$ cat config.mk
export PLATFORM = sky130hd
export DESIGN_NAME = battery_level_gauge
export DESIGN_NICKNAME = d
export VERILOG_FILES = /design/src/rtl/blg_pkg.sv /design/src/rtl/battery_level_gauge.sv
export SDC_FILE = /design/constraint.sdc
export NUM_CORES = 1
export LEC_CHECK = 0
export BUFFER_PORTS_ARGS = -buffer_cell sky130_fd_sc_hd__clkbuf_2
export CAP_MARGIN = 40
export CORE_MARGIN = 1.5
export CORE_UTILIZATION = 35
export DETAILED_ROUTE_END_ITERATION = 7
export PLACE_DENSITY = 0.57
export SETUP_SLACK_MARGIN = 0.1
export SYNTH_ARGS = -nofsm -noshare
export SYNTH_HDL_FRONTEND = slang
export SYNTH_SLANG_ARGS = --single-unit
$ cat constraint.sdc
create_clock -name clk -period 18.2 [get_ports clk]
set_clock_uncertainty 0.05 [all_clocks]
set_input_delay 2.73 -clock clk [delete_from_list [all_inputs] [get_ports clk]]
set_output_delay 2.73 -clock clk [all_outputs]
set_load 0.005 [all_outputs]
$ cat src/rtl/blg_pkg.sv
// blg_pkg: shared types and constants for the battery level gauge
// word layouts of the input and result channels, status codes, level map constants
// no dependencies
package blg_pkg;

  localparam int unsigned LevelW = 14;
  localparam int unsigned MvW    = 15;

  // bus status codes
  localparam logic [1:0] STATUS_OK        = 2'd0;
  localparam logic [1:0] STATUS_OVERFLOW  = 2'd1;
  localparam logic [1:0] STATUS_NOT_READY = 2'd2;

  // threshold register after reset
  localparam logic [LevelW-1:0] THRESHOLD_RESET = 14'd250;

  // full-scale level, 100.00 percent
  localparam logic [LevelW-1:0] LEVEL_FULL = 14'd10000;

  // input word: raw power monitor registers
  typedef struct packed {
    logic [15:0]        bus_word;
    logic signed [15:0] current_word;
    logic [15:0]        power_word;
  } blg_in_t;

  // result word
  typedef struct packed {
    logic signed [MvW-1:0] bus_mv;
    logic [1:0]            bus_status;
    logic signed [15:0]    current_units;
    logic [16:0]           power_mw;
    logic [LevelW-1:0]     level_now;
    logic [LevelW-1:0]     level_shown;
    logic                  level_changed;
  } blg_out_t;

endpackage

$ cat src/rtl/battery_level_gauge.sv
// battery_level_gauge: power monitor word decode, battery level map and display filter
// depends on blg_pkg for channel word types and constants
//
// Usage:
//   in_valid/in_stall/in_data carry one word of raw bus, current and power registers.
//   out_valid/out_stall/out_data return one result word for every input word,
//   in order. A word moves on a rising edge with valid high and stall low.
//   cfg_wr_en/cfg_wr_data write the change threshold (0.01 percent units); write
//   it only while no word is in flight.
//   Path: an accepted word is held in the input register and moves on to the result
//   register once the result register is free; its result can then be taken from
//   the result register.
//   Throughput: one word per cycle when not stalled; the level map and the display
//   filter sit in the single logic stage between the input and result registers.
//   When the receiver stalls, the result register holds its word and the input
//   register still takes one more word; after that in_stall rises until the
//   result is taken.
//   Reset (rst_n low at a clock edge) empties both registers, sets the threshold
//   to 250 and the displayed level to 0.
module battery_level_gauge (
  input  logic             clk,
  input  logic             rst_n,
  input  logic             in_valid,
  output logic             in_stall,
  input  blg_pkg::blg_in_t in_data,
  output logic             out_valid,
  input  logic             out_stall,
  output blg_pkg::blg_out_t out_data,
  input  logic             cfg_wr_en,
  input  logic [13:0]      cfg_wr_data
);
  import blg_pkg::*;

  // level map: six linear segments between 4000 mV and 5250 mV
  function automatic logic [LevelW-1:0] level_of_mv(input logic signed [MvW-1:0] v);
    logic [MvW-1:0]    d;
    logic [8:0]        ofs;
    logic [12:0]       x15;
    logic [LevelW-1:0] lvl;
    d   = '0;
    ofs = '0;
    x15 = '0;
    lvl = '0;
    if (v < 15'sd4000) begin
      lvl = '0;
    end else if (v >= 15'sd5250) begin
      lvl = LEVEL_FULL;
    end else if (v >= 15'sd5000) begin
      d   = v - 15'sd5000;
      ofs = d[8:0];
      lvl = 14'd8000 + {2'b00, ofs, 3'b000};
    end else if (v >= 15'sd4700) begin
      // three segments of slope 20, 2000 apart
      if (v >= 15'sd4900) begin
        d   = v - 15'sd4900;
        lvl = 14'd6000;
      end else if (v >= 15'sd4800) begin
        d   = v - 15'sd4800;
        lvl = 14'd4000;
      end else begin
        d   = v - 15'sd4700;
        lvl = 14'd2000;
      end
      ofs = d[8:0];
      lvl = lvl + ({5'b0, ofs} * 14'd20);
    end else if (v >= 15'sd4500) begin
      // slope 7.5, rounded down
      d   = v - 15'sd4500;
      ofs = d[8:0];
      x15 = {4'b0, ofs} * 13'd15;
      lvl = 14'd500 + {2'b00, x15[12:1]};
    end else begin
      d   = v - 15'sd4000;
      ofs = d[8:0];
      lvl = {5'b0, ofs};
    end
    return lvl;
  endfunction

  logic              s1_valid_r;
  blg_in_t           s1_data_r;
  logic              out_valid_r;
  blg_out_t          out_data_r;
  logic [LevelW-1:0] threshold_r;
  logic [LevelW-1:0] stable_r;

  logic              out_free;
  logic              s1_move;
  logic              in_take;

  logic [1:0]            status;
  logic signed [MvW-1:0] mv;
  logic [LevelW-1:0]     lvl;
  logic [LevelW-1:0]     diff;
  logic                  upd;
  blg_out_t              out_data_nxt;
  logic [LevelW-1:0]     stable_nxt;

  // handshake between the two register stages
  assign out_free = !out_valid_r || !out_stall;
  assign s1_move  = s1_valid_r && out_free;
  assign in_stall = s1_valid_r && !out_free;
  assign in_take  = in_valid && !in_stall;

  // bus word decode
  always_comb begin
    status = STATUS_OK;
    mv     = '0;
    if (!s1_data_r.bus_word[1]) begin
      status = STATUS_NOT_READY;
    end else if (s1_data_r.bus_word[0]) begin
      status = STATUS_OVERFLOW;
    end else begin
      mv = $signed({s1_data_r.bus_word[15:3], 2'b00});
    end
  end

  // level and display filter
  always_comb begin
    lvl  = (status == STATUS_OK) ? level_of_mv(mv) : '0;
    diff = (lvl >= stable_r) ? (lvl - stable_r) : (stable_r - lvl);
    upd  = (stable_r == '0) || (diff >= threshold_r);
    stable_nxt = upd ? lvl : stable_r;

    out_data_nxt.bus_mv        = mv;
    out_data_nxt.bus_status    = status;
    out_data_nxt.current_units = s1_data_r.current_word;
    out_data_nxt.power_mw      = {s1_data_r.power_word, 1'b0};
    out_data_nxt.level_now     = lvl;
    out_data_nxt.level_shown   = stable_nxt;
    out_data_nxt.level_changed = upd;
  end

  // control registers
  always_ff @(posedge clk) begin
    if (!rst_n) begin
      s1_valid_r  <= 1'b0;
      out_valid_r <= 1'b0;
      threshold_r <= THRESHOLD_RESET;
      stable_r    <= '0;
    end else begin
      if (in_take) begin
        s1_valid_r <= 1'b1;
      end else if (s1_move) begin
        s1_valid_r <= 1'b0;
      end
      if (s1_move) begin
        out_valid_r <= 1'b1;
        stable_r    <= stable_nxt;
      end else if (!out_stall) begin
        out_valid_r <= 1'b0;
      end
      if (cfg_wr_en) begin
        threshold_r <= cfg_wr_data;
      end
    end
  end

  // payload registers
  always_ff @(posedge clk) begin
    if (in_take) begin
      s1_data_r <= in_data;
    end
    if (s1_move) begin
      out_data_r <= out_data_nxt;
    end
  end

  assign out_valid = out_valid_r;
  assign out_data  = out_data_r;

  // checks
  a_status_zero: assert property (@(posedge clk) disable iff (!rst_n)
    (out_valid_r && out_data_r.bus_status != STATUS_OK) |->
      (out_data_r.bus_mv == '0 && out_data_r.level_now == '0))
    else $error("non-ok status with nonzero voltage or level");

  a_level_range: assert property (@(posedge clk) disable iff (!rst_n)
    out_valid_r |-> (out_data_r.level_now <= LEVEL_FULL))
    else $error("level above full scale");

  a_changed_follows: assert property (@(posedge clk) disable iff (!rst_n)
    (out_valid_r && out_data_r.level_changed) |->
      (out_data_r.level_shown == out_data_r.level_now))
    else $error("display update does not take the new level");

  a_shown_matches_state: assert property (@(posedge clk) disable iff (!rst_n)
    $past(s1_move) |-> (out_data_r.level_shown == stable_r))
    else $error("shown level differs from stored level");

endmodule

Word-level counts from Yosys, hierarchy flattened
Cells that the tools add are included.
Widths: inputs -> output; s select.
- logic and storage cells: 77
- bits of input ports: 67
- memory bits (read-only): 0
- output and inout bits: 81
- RAM bits: 0
- bits in latches: 0
- bits in registers: 156
- memories: 0
- order comparisons: 9
- multiply operators: 2
- multiplexer cells: 28
- $add $sub $neg: 11
- bitwise operators: 0
- reductions and logical operators: 12
- divide/modulo/power cells: 0
- eq/ne operators: 1
- shift-type cells: 0
- operators with widths (cell ; number):
    $mux 14 ; 11
    $ge 15x14->1 const B ; 6
    $mux 9 ; 6
    $sub 9x8->9 const B ; 4
    $mux 15 ; 2
    $ge 14x14->1 ; 2
    $sub 14x14->14 ; 2
    $mux 13 ; 2
    $sub 9x9->9 const B ; 2
    $lt 15x13->1 const B ; 1
    $add 13x12->14 const A ; 1
    $add 14x14->14 ; 1
    $logic_not 14->1 ; 1
    $add 9x12->13 const A ; 1
    $mul 9x4->13 const B ; 1
    $mul 9x3->12 const B ; 1
    $mux 12 ; 1
    $mux 1 ; 5
    $logic_not 1->1 ; 4
    $logic_and 1x1->1 ; 3
    $logic_not 2->1 ; 1
    $logic_or 1x1->1 ; 2
    $mux 2 ; 1
    $ne 2x1->1 const B ; 1
    $reduce_bool 2->1 ; 1

Longest topological paths before layout
Gate-level depths: netlist of the first run.
- depth in word-level cells: 21
- mapped depth: 46
- gate-level depth less buffers: 41

Least setup slack after synthesis of the first run
Ideal clock, no wire load.
- path kind: in2reg
- from: input out_stall
- to: register stable_r[7]
- arrival time: 9.398 ns
- required time: 18.074 ns
- path buffers: 1
- slack: 8.676 ns
- cell stages on the path: 5
- setup time: 0.076 ns
- cell sequence: a21boi_0 a21boi_0 clkbuf_1 nand2_1 o22ai_1
- longest elaborated chain between the ends: 3
- ends and longest elaborated chain (item ; RTL line ; text):
    start: declaration ; battery_level_gauge.sv:27 ; input logic out_stall,
    $logic_not 1->1 ; n/a ;
    $logic_or 1x1->1 ; battery_level_gauge.sv:100 ; assign out_free = !out_valid_r || !out_stall;
    $logic_and 1x1->1 ; battery_level_gauge.sv:101 ; assign s1_move = s1_valid_r && out_free;
    end signal: assignment ; battery_level_gauge.sv:149 ; stable_r <= stable_nxt;
    end: declaration ; battery_level_gauge.sv:85 ; logic [LevelW-1:0] stable_r;
No other way between the ends.
A chain may end at the register's enable or synchronous reset.

==> summary.json, run 1 <==
{
  "status": {"value": "finished clean"},
  "power.share.clock": {"value": 31.2, "unit": "%"},
  "mappedNetlistArea": {"value": 9560, "unit": "um2"},
  "clock_sink_count": {"value": 152},
  "final_max_slew_viol_count": {"value": 0},
  "wirelength": {"value": 23600, "unit": "um"},
  "htreeDepth": {"value": 4},
  "critPathLaunchType": {"value": "flop"},
  "power_frac_seq": {"value": 35.2, "unit": "%"},
  "post_layout_util": {"value": 41.7, "unit": "%"},
  "clk_pin_slew": {"value": 0.08, "unit": "ns"},
  "crit_type": {"value": "flop to flop"},
  "syn-instance-count": {"value": 910},
  "ys_seq_elements": {"value": 152},
  "fmaxAchievable": {"value": 0.0823, "unit": "GHz"},
  "timing.critical_path.slowest_stage_cell": {"value": "nand2_1"},
  "slew-limit-headroom": {"value": 42.0, "unit": "%"},
  "cts_tree": {"value": "built"},
  "synth-edff-count": {"value": 122},
  "finalSetupTns": {"value": 0, "unit": "ns"},
  "critical_path.max_stage_delay": {"value": 0.68, "unit": "ns"},
  "fin_cells": {"value": 1396},
  "first_global_vias": {"value": 6992},
  "detail_route.vias_per_cell": {"value": 5.15},
  "detailroute.via_count": {"value": 7195},
  "buffer_ports.inserted": {"value": 142},
  "yosys_warnings": {"value": 0},
  "unrepaired_setup_endpoints_after_global_routing": {"value": "false"},
  "antenna_left": {"value": 0},
  "grt_antenna_before_repair": {"value": 0},
  "dominantRegCellSynth": {"value": "edfxtp_1"},
  "detail_route.wl_per_cell": {"value": 16.9, "unit": "um"},
  "setup_viol": {"value": 0},
  "die_h": {"value": 168, "unit": "um"},
  "placement_rows": {"value": 60},
  "path_max_fanout": {"value": 28},
  "post_route_cells_drive_above_1_share": {"value": 19.7, "unit": "%"},
  "post-layout-total-power": {"value": 1170, "unit": "uW"},
  "hold_path_class": {"value": "flop to flop"},
  "cts.hold.buffers_added": {"value": 0},
  "antenna_cells": {"value": 0},
  "arrival": {"value": 12.30, "unit": "ns"},
  "fin_crit_sh": {"value": 66.8, "unit": "%"},
  "area_of_the_core_region": {"value": 26900, "unit": "um2"},
  "cts_post_setup_buffers_inserted": {"value": 0},
  "postCtsResizedCells": {"value": 0},
  "switchingPower": {"value": 422, "unit": "uW"},
  "syn_to_final_growth": {"value": 17.3, "unit": "%"},
  "placedCellCount": {"value": 1364},
  "initial_core_util": {"value": 35.6, "unit": "%"},
  "die_w": {"value": 168, "unit": "um"},
  "maxCapViolCount": {"value": 0},
  "post-route-min-period": {"value": 12.16, "unit": "ns"},
  "post_route_drc": {"value": 0},
  "leakagePower": {"value": 0.00463, "unit": "uW"},
  "detail_route.first_pass.iterations": {"value": 5},
  "async_reset_ff_share": {"value": 0, "unit": "%"},
  "post-dp-hpwl": {"value": 17800, "unit": "um"},
  "gp_routability_congestion": {"value": 0.903},
  "maximum_vdd_drop": {"value": 0.0633, "unit": "mV"},
  "io_pins": {"value": 148},
  "worstMarginPinSlew": {"value": 0.868, "unit": "ns"},
  "avgSynthCellArea": {"value": 10.5, "unit": "um2"},
  "yosysSeqAreaShare": {"value": 44.6, "unit": "%"},
  "remaining_global_route_overflow": {"value": 0},
  "grt.total_usage": {"value": 16.9, "unit": "%"},
  "clock-root-buffer": {"value": "clkbuf_16"},
  "cts_buffer_depth": {"value": 2},
  "clock_insertion_delay_worst_skew": {"value": 0.44, "unit": "ns"},
  "swShare": {"value": 36.0, "unit": "%"},
  "power_density": {"value": 105, "unit": "nW/um2"},
  "combinational_share_of_power": {"value": 33.6, "unit": "%"},
  "cp_data_required_time": {"value": 18.34, "unit": "ns"},
  "hold_viol_final": {"value": 0},
  "ys_types": {"value": 86},
  "initial_drc_count": {"value": 478},
  "worst_setup_path_end_kind": {"value": "flop"},
  "intPower": {"value": 750, "unit": "uW"},
  "number_of_nets_in_the_layout": {"value": 1208},
  "numCtsBuffers": {"value": 17},
  "pin_count_of_the_biggest_net_entering_global_routing": {"value": 48},
  "fp.dieArea": {"value": 28300, "unit": "um2"},
  "grt_first_pass_wirelength": {"value": 37500, "unit": "um"}
}
-- cells in the final DEF (no fill, tap or decap), types with 5 or more instances in the layout --
cell type  instances
clkbuf_2         142
edfxtp_1         122
ha_1              87
nand2_1           81
inv_1             73
a21oi_1           47
o21ai_0           44
nor2_1            43
xnor2_1           31
dfxtp_1           30
nand3_1           21
o211ai_1          19
mux2i_1           19
xor2_1            17
clkbuf_16         17
a21o_1            16
nor2b_1           15
and2_1            13
nor3_1            13
a21boi_0          12
o21a_1            12
fa_1              12
a31oi_1           11
a211oi_1           9
nand3b_1           7
nand2b_1           7
and3_1             7
o31ai_1            6
o221ai_1           5
nor4_1             5
mux2_2             5
clkinv_8           5
inv_6              5
-- synthesized netlist by cell type (12+ instances only) --
library cell,instances,area (um2)
a21boi_0,13,97.6
a21o_1,16,120
a21oi_1,47,235
and2_1,13,81.3
clkbuf_1,24,90.1
dfxtp_1,30,601
edfxtp_1,122,3660
fa_1,12,240
ha_1,87,1090
inv_1,73,274
mux2i_1,19,190
nand2_1,81,304
nand3_1,21,105
nor2_1,43,161
nor2b_1,16,100
nor3_1,13,65.1
o211ai_1,19,143
o21a_1,12,90.1
o21ai_0,44,220
xnor2_1,31,272
xor2_1,17,149
-- layout make-up --
class                           count  area, um2
Clock inverter                     15        189
Multi-Input combinational cell    650       4880
Timing Repair Buffer              146        741
Inverter                           75        282
Tap cell                          341        427
Sequential cell                   152       4260
Fill cell                        2642      15700
Clock buffer                       17        425
-- kinds of logic (layout without fill, tap and decap cells) --
group | Yosys count | after routing | share of synthesized area (%)
AO/OA/AOI/OAI | 228 | 228 | 16.3
XOR/XNOR | 48 | 48 | 4.40
adder cells (fa/ha/maj) | 99 | 99 | 13.9
buffers and inverters | 111 | 253 | 4.63
flip-flops | 152 | 152 | 44.6
multiplexers | 25 | 25 | 2.73
other | 1 | 4 | 0.0392
AND/OR/NAND/NOR | 246 | 246 | 13.4
-- power by group through the flow --
stage	Clock, uW	Combinational, uW	Sequential [uW]
floorplan	0	296	418
global placement	0	390	419
detailed placement	0	392	420
CTS	378	395	412
global route	391	439	414
finish	366	394	412
-- per-stage QoR --
stage	setup WS (ns)	instance area [um2]	hold WS, ns
3_5_place_dp	6.17	10600	0.355
5_1_grt	5.32	11200	0.360
2_1_floorplan	8.68	9570	0.350
6_report	6.04	11200	0.362
4_1_cts	6.12	11200	0.359
3_3_place_gp	6.20	10600	0.350
-- per-layer routing --
metal / vias to the layer above / share of wire [%] / track usage, %
li1: 3567 / - / -
met1: 3404 / 45 / 21.8
met2: 199 / 49 / 28.8
met3: 25 / 5.0 / 3.64
met4: 0 / 1.4 / 4.70
met5: - / 0 / 0
-- worst max-delay path: cells and delay by family, from the launching register on --
family / cells / cell delay (ns)
adder cells (fa/ha/maj): 6 / 2.60
flip-flops: 1 / 0.63
AO/OA/AOI/OAI: 13 / 3.04
XOR/XNOR: 2 / 0.42
buffers and inverters: 3 / 0.79
AND/OR/NAND/NOR: 11 / 3.34
multiplexers: 3 / 1.02
-- flip-flops by register name, indices dropped and copies added (netlist names) --
signal and cells:
out_data 75, out_data_nxt 32, s1_data_r 15, stable_r 14, threshold_r 14, out_valid 1
s1_valid_r 1
-- path summary, 6_finish.rpt --
| check | startpoint | endpoint | slack (ns) | cells past startpoint |
|---|---|---|---|---|
| max | s1_data_r[33] | out_data[14] | 6.04 | 38 |
| min | out_data_nxt[60] | out_data[60] | 0.36 | 0 |
| max reg2reg | s1_data_r[33] | out_data[14] | 6.04 | 38 |
| min reg2reg | out_data_nxt[60] | out_data[60] | 0.36 | 0 |
No activity file was read; power rests on OpenSTA's default activity.
==> run 2, diff against run 1 <==
--- a/config.mk
+++ b/config.mk
@@ -10,7 +10,7 @@
 export CORE_MARGIN = 1.5
 export CORE_UTILIZATION = 35
 export DETAILED_ROUTE_END_ITERATION = 7
-export PLACE_DENSITY = 0.57
+export PLACE_DENSITY = 0.59
 export SETUP_SLACK_MARGIN = 0.1
 export SYNTH_ARGS = -nofsm -noshare
 export SYNTH_HDL_FRONTEND = slang
==> constraint.sdc (replaced) <==
create_clock -name clk -period 9.93 [get_ports clk]
set_clock_uncertainty 0.05 [all_clocks]
set_input_delay 1.4895 -clock clk [delete_from_list [all_inputs] [get_ports clk]]
set_output_delay 1.4895 -clock clk [all_outputs]
set_load 0.005 [all_outputs]
==> run 2 against run 1 <==
Net effect: first-iteration DRC count down 10%; largest power group is now combinational logic; global-route usage grew 0.32 points; largest cell class unchanged; critical path type unchanged; critical path depth rose by 3; combinational power rose by 99%; critical endpoint unchanged.
==> summary.json, run 2 (synthesized netlist as in run 1, its figures left out) <==
{
  "post_layout_util": {"value": 42.9, "unit": "%"},
  "leakagePower": {"value": 0.00482, "unit": "uW"},
  "top_signal_layer_used": {"value": "met4"},
  "placement_rows": {"value": 60},
  "detail_route.wl_per_cell": {"value": 16.8, "unit": "um"},
  "post-layout-total-power": {"value": 2210, "unit": "uW"},
  "dr_wl_met2": {"value": 11700, "unit": "um"},
  "finalSetupTns": {"value": 0, "unit": "ns"},
  "first_global_vias": {"value": 7211},
  "cts_tree": {"value": "built"},
  "io_pins": {"value": 148},
  "post_route_drc": {"value": 0},
  "commonest_cells_after_routing_fill_and_taps_aside": {"value": "clkbuf_2 (142), edfxtp_1 (122), ha_1 (87), nand2_1 (81), inv_1 (72)"},
  "hold_viol_final": {"value": 0},
  "grt_antenna_before_repair": {"value": 0},
  "initial_core_util": {"value": 35.6, "unit": "%"},
  "pin_count_of_the_biggest_net_entering_global_routing": {"value": 48},
  "die_w": {"value": 168, "unit": "um"},
  "antenna_cells": {"value": 0},
  "number_of_nets_in_the_layout": {"value": 1245},
  "critical_path.max_stage_delay": {"value": 0.52, "unit": "ns"},
  "post_route_cells_drive_above_1_share": {"value": 23.4, "unit": "%"},
  "clock-root-buffer": {"value": "clkbuf_16"},
  "detail_route.first_pass.iterations": {"value": 5},
  "syn_to_final_growth": {"value": 20.7, "unit": "%"},
  "antenna_left": {"value": 0},
  "status": {"value": "finished clean"},
  "worstMarginPinSlew": {"value": 0.764, "unit": "ns"},
  "area_of_the_core_region": {"value": 26900, "unit": "um2"},
  "clock_sink_count": {"value": 152},
  "post-route-min-period": {"value": 9.25, "unit": "ns"},
  "hold_path_class": {"value": "flop to flop"},
  "cp_data_required_time": {"value": 10.07, "unit": "ns"},
  "buffer_ports.inserted": {"value": 142},
  "numCtsBuffers": {"value": 17},
  "fillers": {"value": 2612},
  "initial_drc_count": {"value": 428},
  "maxCapViolCount": {"value": 0},
  "clk_pin_slew": {"value": 0.08, "unit": "ns"},
  "htreeDepth": {"value": 4},
  "crit_type": {"value": "flop to flop"},
  "gp_routability_congestion": {"value": 0.914},
  "timing.critical_path.slowest_stage_cell": {"value": "fa_1"},
  "fin_crit_sh": {"value": 93.2, "unit": "%"},
  "clock_insertion_delay_worst_skew": {"value": 0.43, "unit": "ns"},
  "unrepaired_setup_endpoints_after_global_routing": {"value": "false"},
  "postPlaceCellArea": {"value": 10900, "unit": "um2"},
  "final_max_slew_viol_count": {"value": 0},
  "met1_length": {"value": 10800, "unit": "um"},
  "worst_slack": {"value": 0.676, "unit": "ns"},
  "fp.dieArea": {"value": 28300, "unit": "um2"},
  "slew-limit-headroom": {"value": 48.6, "unit": "%"},
  "die_h": {"value": 168, "unit": "um"},
  "cts_buffer_depth": {"value": 2},
  "worst_setup_path_end_kind": {"value": "flop"},
  "critPathLaunchType": {"value": "flop"},
  "maximum_vdd_drop": {"value": 0.103, "unit": "mV"},
  "path_max_fanout": {"value": 15},
  "preCtsSetupSlack": {"value": 0.435, "unit": "ns"},
  "stdcell_area": {"value": 11500, "unit": "um2"},
  "power_density": {"value": 191, "unit": "nW/um2"},
  "detail_route.vias_per_cell": {"value": 5.10},
  "grt_first_pass_wirelength": {"value": 38100, "unit": "um"},
  "setup_viol": {"value": 0},
  "grt.total_usage": {"value": 17.3, "unit": "%"},
  "layout.cells.most_common": {"value": "clkbuf_2"},
  "met3_wirelength": {"value": 992, "unit": "um"},
  "fmaxAchievable": {"value": 0.108, "unit": "GHz"},
  "wirelength": {"value": 24000, "unit": "um"},
  "post-dp-hpwl": {"value": 18500, "unit": "um"},
  "largest_register_ffs": {"value": 75},
  "detailroute.via_count": {"value": 7311},
  "remaining_global_route_overflow": {"value": 0},
  "arrival": {"value": 9.39, "unit": "ns"}
}
## run 2: cell count changes in the layout (fill, tap and decap cells not counted), sizes merged
cell / delta
clkinv: -1
buf: +37
inv: +1
## run 2: what timing repair did
action,in CTS,in global routing
setup buffers,0,0
gates resized for setup,0,14
setup endpoints to repair,0,29
hold buffers,0,0
hold endpoints to repair,0,0
## run 2: power breakdown
group | switching (uW) | total (uW) | internal (uW)
registers | 19.5 | 753 | 733
clock network | 322 | 668 | 346
logic | 445 | 786 | 341
total | 786 | 2210 | 1420
## run 2: layer usage
layer  track usage (%)  vias to the layer above
li1                  -                     3638
met1              21.9                     3441
met2              30.0                      193
met3              2.52                       39
met4              6.02                        0
met5                 0                        -
## run 2: final timing paths
check / from / to / slack [ns] / depth (start not counted)
max: s1_data_r[33] / out_data[14] / 0.68 / 41
min: out_data_nxt[54] / out_data[54] / 0.37 / 0
max reg2reg: s1_data_r[33] / out_data[14] / 0.68 / 41
min reg2reg: out_data_nxt[54] / out_data[54] / 0.37 / 0
## run 2: stage by stage
stage / hold WS [ns] / std cells
after detailed placement: 0.355 / 1401
after floorplan: 0.350 / 913
after global routing: 0.374 / 1433
after CTS: 0.369 / 1433
after global placement: 0.350 / 1401
final: 0.371 / 1433
## run 2: area by class of cell
class                   instances  area, um2  share of cell area, %
clock buffers                  17        425                   3.69
clock inverters                15        189                   1.64
inverters                      75        282                   2.44
multi-input cells             650       4930                   42.7
flip-flops and latches        152       4260                   37.0
well taps                     341        427                   3.70
repair buffers                183       1020                   8.86
## run 2: critical path, delay by kind of cell (launching register included)
kind	cells	cell delay, ns
AND/OR/NAND/NOR	12	2.24
adder cells (fa/ha/maj)	6	2.23
AO/OA/AOI/OAI	12	2.11
buffers and inverters	6	0.80
multiplexers	3	0.79
flip-flops	1	0.40
XOR/XNOR	2	0.33
==> run 3, diff against run 2 <==
==> constraint.sdc (replaced) <==
create_clock -name clk -period 8.04 [get_ports clk]
set_clock_uncertainty 0.05 [all_clocks]
set_input_delay 1.206 -clock clk [delete_from_list [all_inputs] [get_ports clk]]
set_output_delay 1.206 -clock clk [all_outputs]
set_load 0.005 [all_outputs]
==> run 3 against run 2 <==
Net effect: the run now ends with negative setup slack left; critical path depth decreased by 1; sequential share of layout area down 5.9 points; combinational power increased by 93%; clock power increased by 19%; critical endpoint is now out_data[8]; largest cell class unchanged.
==> summary.json, run 3 (synthesized netlist as in run 1, its figures left out) <==
{
  "die_h": {"value": 168, "unit": "um"},
  "post-route-min-period": {"value": 8.44, "unit": "ns"},
  "cts_buffer_depth": {"value": 2},
  "violations": {"value": "negative setup slack"},
  "first_global_vias": {"value": 8326},
  "maximum_vdd_drop": {"value": 0.130, "unit": "mV"},
  "cp_data_required_time": {"value": 8.14, "unit": "ns"},
  "placement_rows": {"value": 60},
  "buffer_ports.inserted": {"value": 142},
  "wirelength": {"value": 26500, "unit": "um"},
  "arrival": {"value": 8.54, "unit": "ns"},
  "detailroute.via_count": {"value": 8117},
  "setup_viol": {"value": 29},
  "antenna_left": {"value": 0},
  "remaining_global_route_overflow": {"value": 0},
  "grt.total_usage": {"value": 19.3, "unit": "%"},
  "stdcell_area": {"value": 13700, "unit": "um2"},
  "area_of_the_core_region": {"value": 26900, "unit": "um2"},
  "post-dp-hpwl": {"value": 20100, "unit": "um"},
  "largest_register_ffs": {"value": 75},
  "layout.cells.most_common": {"value": "buf_4"},
  "final_max_slew_viol_count": {"value": 0},
  "global_route.peak_usage_layer": {"value": "met2"},
  "initial_drc_count": {"value": 428},
  "cts.hold.buffers_added": {"value": 0},
  "syn_to_final_growth": {"value": 43.4, "unit": "%"},
  "finalSetupTns": {"value": -8.25, "unit": "ns"},
  "clock_insertion_delay_worst_skew": {"value": 0.43, "unit": "ns"},
  "fp.dieArea": {"value": 28300, "unit": "um2"},
  "detail_route.wl_per_cell": {"value": 16.4, "unit": "um"},
  "fmaxAchievable": {"value": 0.119, "unit": "GHz"},
  "detail_route.first_pass.iterations": {"value": 5},
  "antenna_cells": {"value": 0},
  "critPathLaunchType": {"value": "flop"},
  "slew-limit-headroom": {"value": 45.9, "unit": "%"},
  "commonest_cells_after_routing_fill_and_taps_aside": {"value": "buf_4 (215), clkbuf_2 (142), edfxtp_1 (122), ha_1 (71), nand2_1 (70)"},
  "pin_count_of_the_biggest_net_entering_global_routing": {"value": 62},
  "post_route_drc": {"value": 0},
  "fillers": {"value": 2456},
  "initial_core_util": {"value": 35.6, "unit": "%"},
  "fin_crit_sh": {"value": 105, "unit": "%"},
  "clk_pin_slew": {"value": 0.07, "unit": "ns"},
  "grt_first_pass_wirelength": {"value": 43100, "unit": "um"},
  "hold_ws": {"value": 0.364, "unit": "ns"},
  "grt_antenna_before_repair": {"value": 0},
  "met1_usage": {"value": 23.3, "unit": "%"},
  "post-layout-total-power": {"value": 3240, "unit": "uW"},
  "maxCapViolCount": {"value": 0},
  "worstMarginPinSlew": {"value": 0.812, "unit": "ns"},
  "worst_slack": {"value": -0.399, "unit": "ns"},
  "postPlaceCellArea": {"value": 12300, "unit": "um2"},
  "cts_tree": {"value": "built"},
  "io_pins": {"value": 148},
  "hold_path_class": {"value": "flop to flop"},
  "worst_setup_path_end_kind": {"value": "flop"},
  "clock_sink_count": {"value": 152},
  "detail_route.vias_per_cell": {"value": 5.01},
  "unrepaired_setup_endpoints_after_global_routing": {"value": "true"},
  "numCtsBuffers": {"value": 17},
  "htreeDepth": {"value": 4},
  "critical_path.max_stage_delay": {"value": 0.53, "unit": "ns"},
  "post_route_cells_drive_above_1_share": {"value": 42.3, "unit": "%"},
  "grt_use_met2": {"value": 35.7, "unit": "%"},
  "clock-root-buffer": {"value": "clkbuf_16"},
  "status": {"value": "complete, but fails checks"},
  "power_density": {"value": 236, "unit": "nW/um2"},
  "number_of_nets_in_the_layout": {"value": 1432},
  "leakagePower": {"value": 0.00588, "unit": "uW"},
  "hold_viol_final": {"value": 0},
  "grt_use_met3": {"value": 2.49, "unit": "%"},
  "die_w": {"value": 168, "unit": "um"},
  "gp_routability_congestion": {"value": 0.890},
  "path_max_fanout": {"value": 10},
  "timing.critical_path.slowest_stage_cell": {"value": "fa_1"},
  "crit_type": {"value": "flop to flop"}
}
## run 3: cell count changes in the layout (fill, tap and decap cells not counted), sizes merged
cell / change
clkinv: -1
clkinvlp: +3
buf: +187
inv: -2
## run 3: worst paths after layout
path	cells after the start	slack, ns	end	startpoint
worst max register to register	40	-0.40	out_data[8]	s1_data_r[32]
worst max-delay path	40	-0.40	out_data[8]	s1_data_r[32]
worst min register to register	0	0.36	out_data[54]	out_data_nxt[54]
worst min-delay path	0	0.36	out_data[54]	out_data_nxt[54]
## run 3: timing repair
action,4_1_cts,5_1_grt
cloned,1,0
gates resized for setup,71,52
setup endpoints to repair,29,29
pin swaps,50,20
setup buffers,19,9
## run 3: metal layers
layer	part of all wire (%)	up-vias
li1	-	4014
met1	43	3887
met2	52	179
met3	3.6	37
met4	2.2	0
met5	0	-
## run 3: power by group
| part | switching [uW] | total (uW) | internal [uW] | leakage (uW) |
|---|---|---|---|---|
| sequential | 21.4 | 927 | 906 | 0.00141 |
| combinational | 739 | 1520 | 781 | 0.00419 |
| clock | 380 | 795 | 416 | 0.000278 |
| total | 1140 | 3240 | 2100 | 0.00588 |
## run 3: area by class of cell
type                            instances  area, um2  share of cell area (%)
Sequential cell                       152       4260                    31.1
Tap cell                              341        427                    3.11
Clock inverter                         15        159                    1.16
Multi-Input combinational cell        650       5640                    41.1
Clock buffer                           17        425                    3.10
Timing Repair Buffer                  370       2510                    18.3
Inverter                               75        292                    2.13
## run 3: through the flow
step	utilization (%)	cells	worst slack, ns
floorplan	-	913	-0.184
global placement	45.8	1559	-0.616
detailed placement	45.8	1559	-0.754
CTS	49.8	1611	-0.483
global route	51.0	1620	-0.773
finish	51.0	1620	-0.399
## run 3: critical path: cells and delay by family (launching register included)
family,cells,cell delay [ns]
AOI/OAI and AO/OA,8,1.46
xor gates and xnor gates,3,0.42
adders and majority gates,6,2.00
buffers and inverters,8,1.05
DFF,1,0.43
muxes,2,0.53
and+or+nand+nor,13,2.20
